--- src/hw/rtl/ecpi_pkg.sv ---
// constants and control/status types shared by the palette indexer modules
// no dependencies
package ecpi_pkg;

  localparam int PALETTE_ENTRIES = 256;
  localparam int COLOR_W         = 24;
  localparam int BYTE_W          = 8;
  localparam int IDX_W           = $clog2(PALETTE_ENTRIES);
  localparam int CNT_W           = $clog2(PALETTE_ENTRIES + 1);
  localparam int LIMIT_W         = 9;
  localparam int OUT_IDX_W       = 8;
  localparam int USED_W          = 9;
  localparam int CMP_W           = ((CNT_W > LIMIT_W) ? CNT_W : LIMIT_W) + 1;
  localparam logic [LIMIT_W-1:0] LIMIT_RESET = LIMIT_W'(256);

  // controller to datapath
  typedef struct packed {
    logic load;    // take a new item, reset the scan
    logic step;    // advance the scan by one entry
    logic finish;  // build the result and update the palette
  } ecpi_cmd_t;

  // datapath to controller
  typedef struct packed {
    logic match;      // entry under compare equals the pixel
    logic exhausted;  // every live entry compared, none matched
  } ecpi_stat_t;

endpackage

--- src/hw/rtl/ecpi_ctrl.sv ---
// controller: idle/scan sequencing and result valid flag
// depends on ecpi_pkg
module ecpi_ctrl import ecpi_pkg::*; (
  input  logic       clk,
  input  logic       rst,
  input  logic       in_valid,
  output logic       in_stall,
  output logic       out_valid,
  input  logic       out_stall,
  input  ecpi_stat_t stat,
  output ecpi_cmd_t  cmd
);

  localparam logic ST_IDLE = 1'b0;
  localparam logic ST_SCAN = 1'b1;

  logic state;
  logic state_next;
  logic out_free;
  logic done;

  assign out_free = !out_valid || !out_stall;
  assign done     = stat.match || stat.exhausted;
  assign in_stall = (state != ST_IDLE);

  always_comb begin
    cmd        = '0;
    state_next = state;
    case (state)
      ST_IDLE: begin
        if (in_valid) begin
          cmd.load   = 1'b1;
          state_next = ST_SCAN;
        end
      end
      ST_SCAN: begin
        if (!done) begin
          cmd.step = 1'b1;
        end else if (out_free) begin
          cmd.finish = 1'b1;
          state_next = ST_IDLE;
        end
      end
      default: begin
        state_next = ST_IDLE;
      end
    endcase
  end

  always_ff @(posedge clk) begin
    if (rst) begin
      state     <= ST_IDLE;
      out_valid <= 1'b0;
    end else begin
      state <= state_next;
      if (cmd.finish) begin
        out_valid <= 1'b1;
      end else if (!out_stall) begin
        out_valid <= 1'b0;
      end
    end
  end

endmodule

--- config.mk ---
export PLATFORM = sky130hd
export DESIGN_NAME = ecpi_ctrl
export DESIGN_NICKNAME = d
export VERILOG_FILES = /design/src/hw/rtl/ecpi_pkg.sv /design/src/hw/rtl/ecpi_ctrl.sv
export SDC_FILE = /design/constraint.sdc
export NUM_CORES = 1
export LEC_CHECK = 0
export BUFFER_PORTS_ARGS = -buffer_cell sky130_fd_sc_hd__buf_2
export CAP_MARGIN = 0
export CORE_AREA = 4 4 41 43
export DETAILED_ROUTE_END_ITERATION = 8
export DIE_AREA = 0 0 45 47
export SYNTH_ARGS = -nofsm -noshare
export SYNTH_HDL_FRONTEND = slang
export SYNTH_SLANG_ARGS = --single-unit
--- constraint.sdc ---
create_clock -name clk -period 1 [get_ports clk]
set_input_delay 0.2 -clock clk [delete_from_list [all_inputs] [get_ports clk]]
set_output_delay 0.2 -clock clk [all_outputs]
set_load 0.005 [all_outputs]
==> metrics.txt <==
Simple-Gate Fraction of Synth Area=0.221; area grow syn2layout=123%; CP Class=flop to primary output; endpoints failing hold=0; post-synthesis mux area share=0; TritonCTS Buffers=3; Routed WL per cell=8.51 µm; antenna-violating nets left=0; post-route non-filler standard cell count=41; Syn Nets=17; setup violators final=2; Final Worst Setup Slack=-56.1 ps; hold crit path type=primary input to flop; post-synth top area cell=dfxtp_1; Mean Syn Cell Area=roughly 8.8 µm²; Max Cap Violations=0; Mapped Cells=11; initial antenna violation count=0; Max clock buf depth=2; violated checks=negative setup slack; Fill cells=between 150 and 200; multi-input logic area=~65 µm²; vias in the first global route=approximately 150; Slew Viols, Final=0; Ys Warns=0; H-tree Lvls=1; worst r2r src=in_stall$_SDFF_PP0_; Storage cell area=43.8 µm²; kind of cell adding the most delay to the critical path=flip-flops; clock latency at the later pin of the worst-skew pair=around 220 ps; Pre-Repair DR Iteration Count=1; max frequency=about 0.95 GHz; run status=finished, violations left; main combinational cell family by area after synthesis=compound AO/OA/AOI/OAI gates; initial core utilization=0.0740; DRC=0; die area=2120 µm²; number of enable flip-flop cells after synthesis=0; register area share after synthesis=0.416; Critical Path, Cell by Cell=o21ai_2, a21oi_1, buf_2; WP buf/inv=1; ANT cells=0; first-pass GRT wire length=approximately 500 µm; largest net degree at the start of global routing=6; Synth Area in Adders=0; synth top area cells=dfxtp_1 42%, a211oi_2 13%, a21oi_1 10%; CP Capture Type=primary output; layout cell share with drive strength beyond 1=0.731; leakage=just over 0.1 nW; clk sinks=2; #FFs+latches synth=2; core area=roughly 1300 µm²; Commonest cells post-synth=2 x a21oi_1, 2 x dfxtp_1; design area=approximately 220 µm²; Layout Nets=34; RePlAce Congestion=0.619; worst IR drop on VDD=about 0.00028 V; R2R Path End=in_stall$_SDFF_PP0_; Post-Route WL=349 µm; Synth cell types=9; crit path max fanout=5; Compound-Gate Fraction of Synth Area=0.364; Async S/R FF share, synth=0; CTS Root Cell=clkbuf_4; Hold Crit Start=rst; Worst setup SP type=flop; CTS tree=built; Via density=~3.4; Area after DPL=between 150 and 200 µm²; critical path arrival=around 860 ps; Ports=11; final period utilization=1.06; Worst Hold End=in_stall$_SDFF_PP0_; slew of the pin with the lowest slew margin=about 140 ps; Post-CTS Hold Fix Bufs=0; unrepaired setup endpoints after global routing=true; most frequently used flop master after synthesis=dfxtp_1; Slowest-stage cell, CP=dfxtp_4; top cell type's share of synthesized area=0.416; die width=approximately 45 µm; CP required=800 ps; height of the die=between 40 and 50 µm; Worst R2R Setup Slack=150 ps; DR iter-0 viols=0; XOR/XNOR Fraction of Synth Area=0; Reg2Reg Depth=3; CP max stage delay=between 300 and 400 ps; gr ovfl total=0; Mapped Area=just under 100 µm²; port bufs=10; Slew headroom=0.906; pwr dens=roughly 1500 nW/µm²; row count=13; via count=roughly 140; total power draw=between 0.3 and 0.4 mW; Setup Skew=1.25 ps; clock transition at the registers of the reported paths=30 ps; Worst Hold Depth=2; Overall Global Routing Usage=0.0433; dpl cells=37; Final min period=between 1000 and 1500 ps
==> worst max-delay path by stage <==
stage | from | end | slack (ps) | depth (start not counted)
CTS | in_stall$_SDFF_PP0_ | cmd[0] | -80 | 3
global route | in_stall$_SDFF_PP0_ | cmd[0] | -110 | 3
floorplan | in_stall$_SDFF_PP0_ | cmd[0] | 150 | 2
finish | in_stall$_SDFF_PP0_ | cmd[0] | -60 | 3
global placement | stat[0] | cmd[0] | 30 | 4
detailed placement | stat[0] | cmd[0] | 20 | 4
==> sequential cells by signal, indices dropped and copies added, names as in the netlist <==
register   cells
in_stall       1
out_valid      1
==> final cells by class <==
class | instances | area share
Multi-Input combinational cell | 9 | 0.302
Tap cell | 15 | 0.0872
Sequential cell | 2 | 0.203
Clock buffer | 3 | 0.105
Timing Repair Buffer | 12 | 0.302
==> metrics by stage <==
| stage | setup slack [ps] | TNS (ps) | utilization | hold WS, ps |
|---|---|---|---|---|
| 2_1_floorplan | 152 | 0 | - | 265 |
| 3_3_place_gp | 33.9 | 0 | 0.133 | 379 |
| 3_5_place_dp | 18.6 | 0 | 0.133 | 379 |
| 4_1_cts | -81.2 | -141 | 0.163 | 134 |
| 5_1_grt | -108 | -205 | 0.165 | 146 |
| 6_report | -56.1 | -105 | 0.165 | 141 |
==> routing by layer <==
layer  vias up  part of all wire  global-route usage
li1         72                 -                   -
met1        59              0.28              0.0181
met2         8              0.50              0.0593
met3         0              0.22              0.0536
met4         0                 0              0.0702
met5         -                 0                   0
==> cells by family (layout without fill, tap and decap cells) <==
logic type / Yosys count / after routing
buffers and inverters: 0 / 15
AOI/OAI and AO/OA: 5 / 5
and+or+nand+nor: 4 / 4
DFF: 2 / 2
==> report_power, final <==
part / switching [mW] / total, mW / internal, mW
Clock: 0.0450 / 0.177 / 0.132
Combinational: 0.0246 / 0.0595 / 0.0349
Sequential: 0.00585 / 0.0925 / 0.0866
Total: 0.0755 / 0.329 / 0.254
==> placed cells by master (no fill, tap or decap) <==
cell type / n
buf_2: 10
clkbuf_4: 3
a21oi_1: 2
buf_4: 2
o21ai_2: 1
nor2b_1: 1
nor3b_2: 1
nand2_1: 1
o21a_1: 1
nor2_1: 1
a211oi_2: 1
dfxtp_4: 1
dfxtp_1: 1
==> what timing repair did <==
action | in CTS | in global routing
buffers inserted | 1 | 0
setup endpoints to repair | 2 | 3
gates resized for setup | 4 | 1
endpoints found under the hold margin | 0 | 0
gates cloned | 0 | 0
Power figures use the tool's default switching activity.
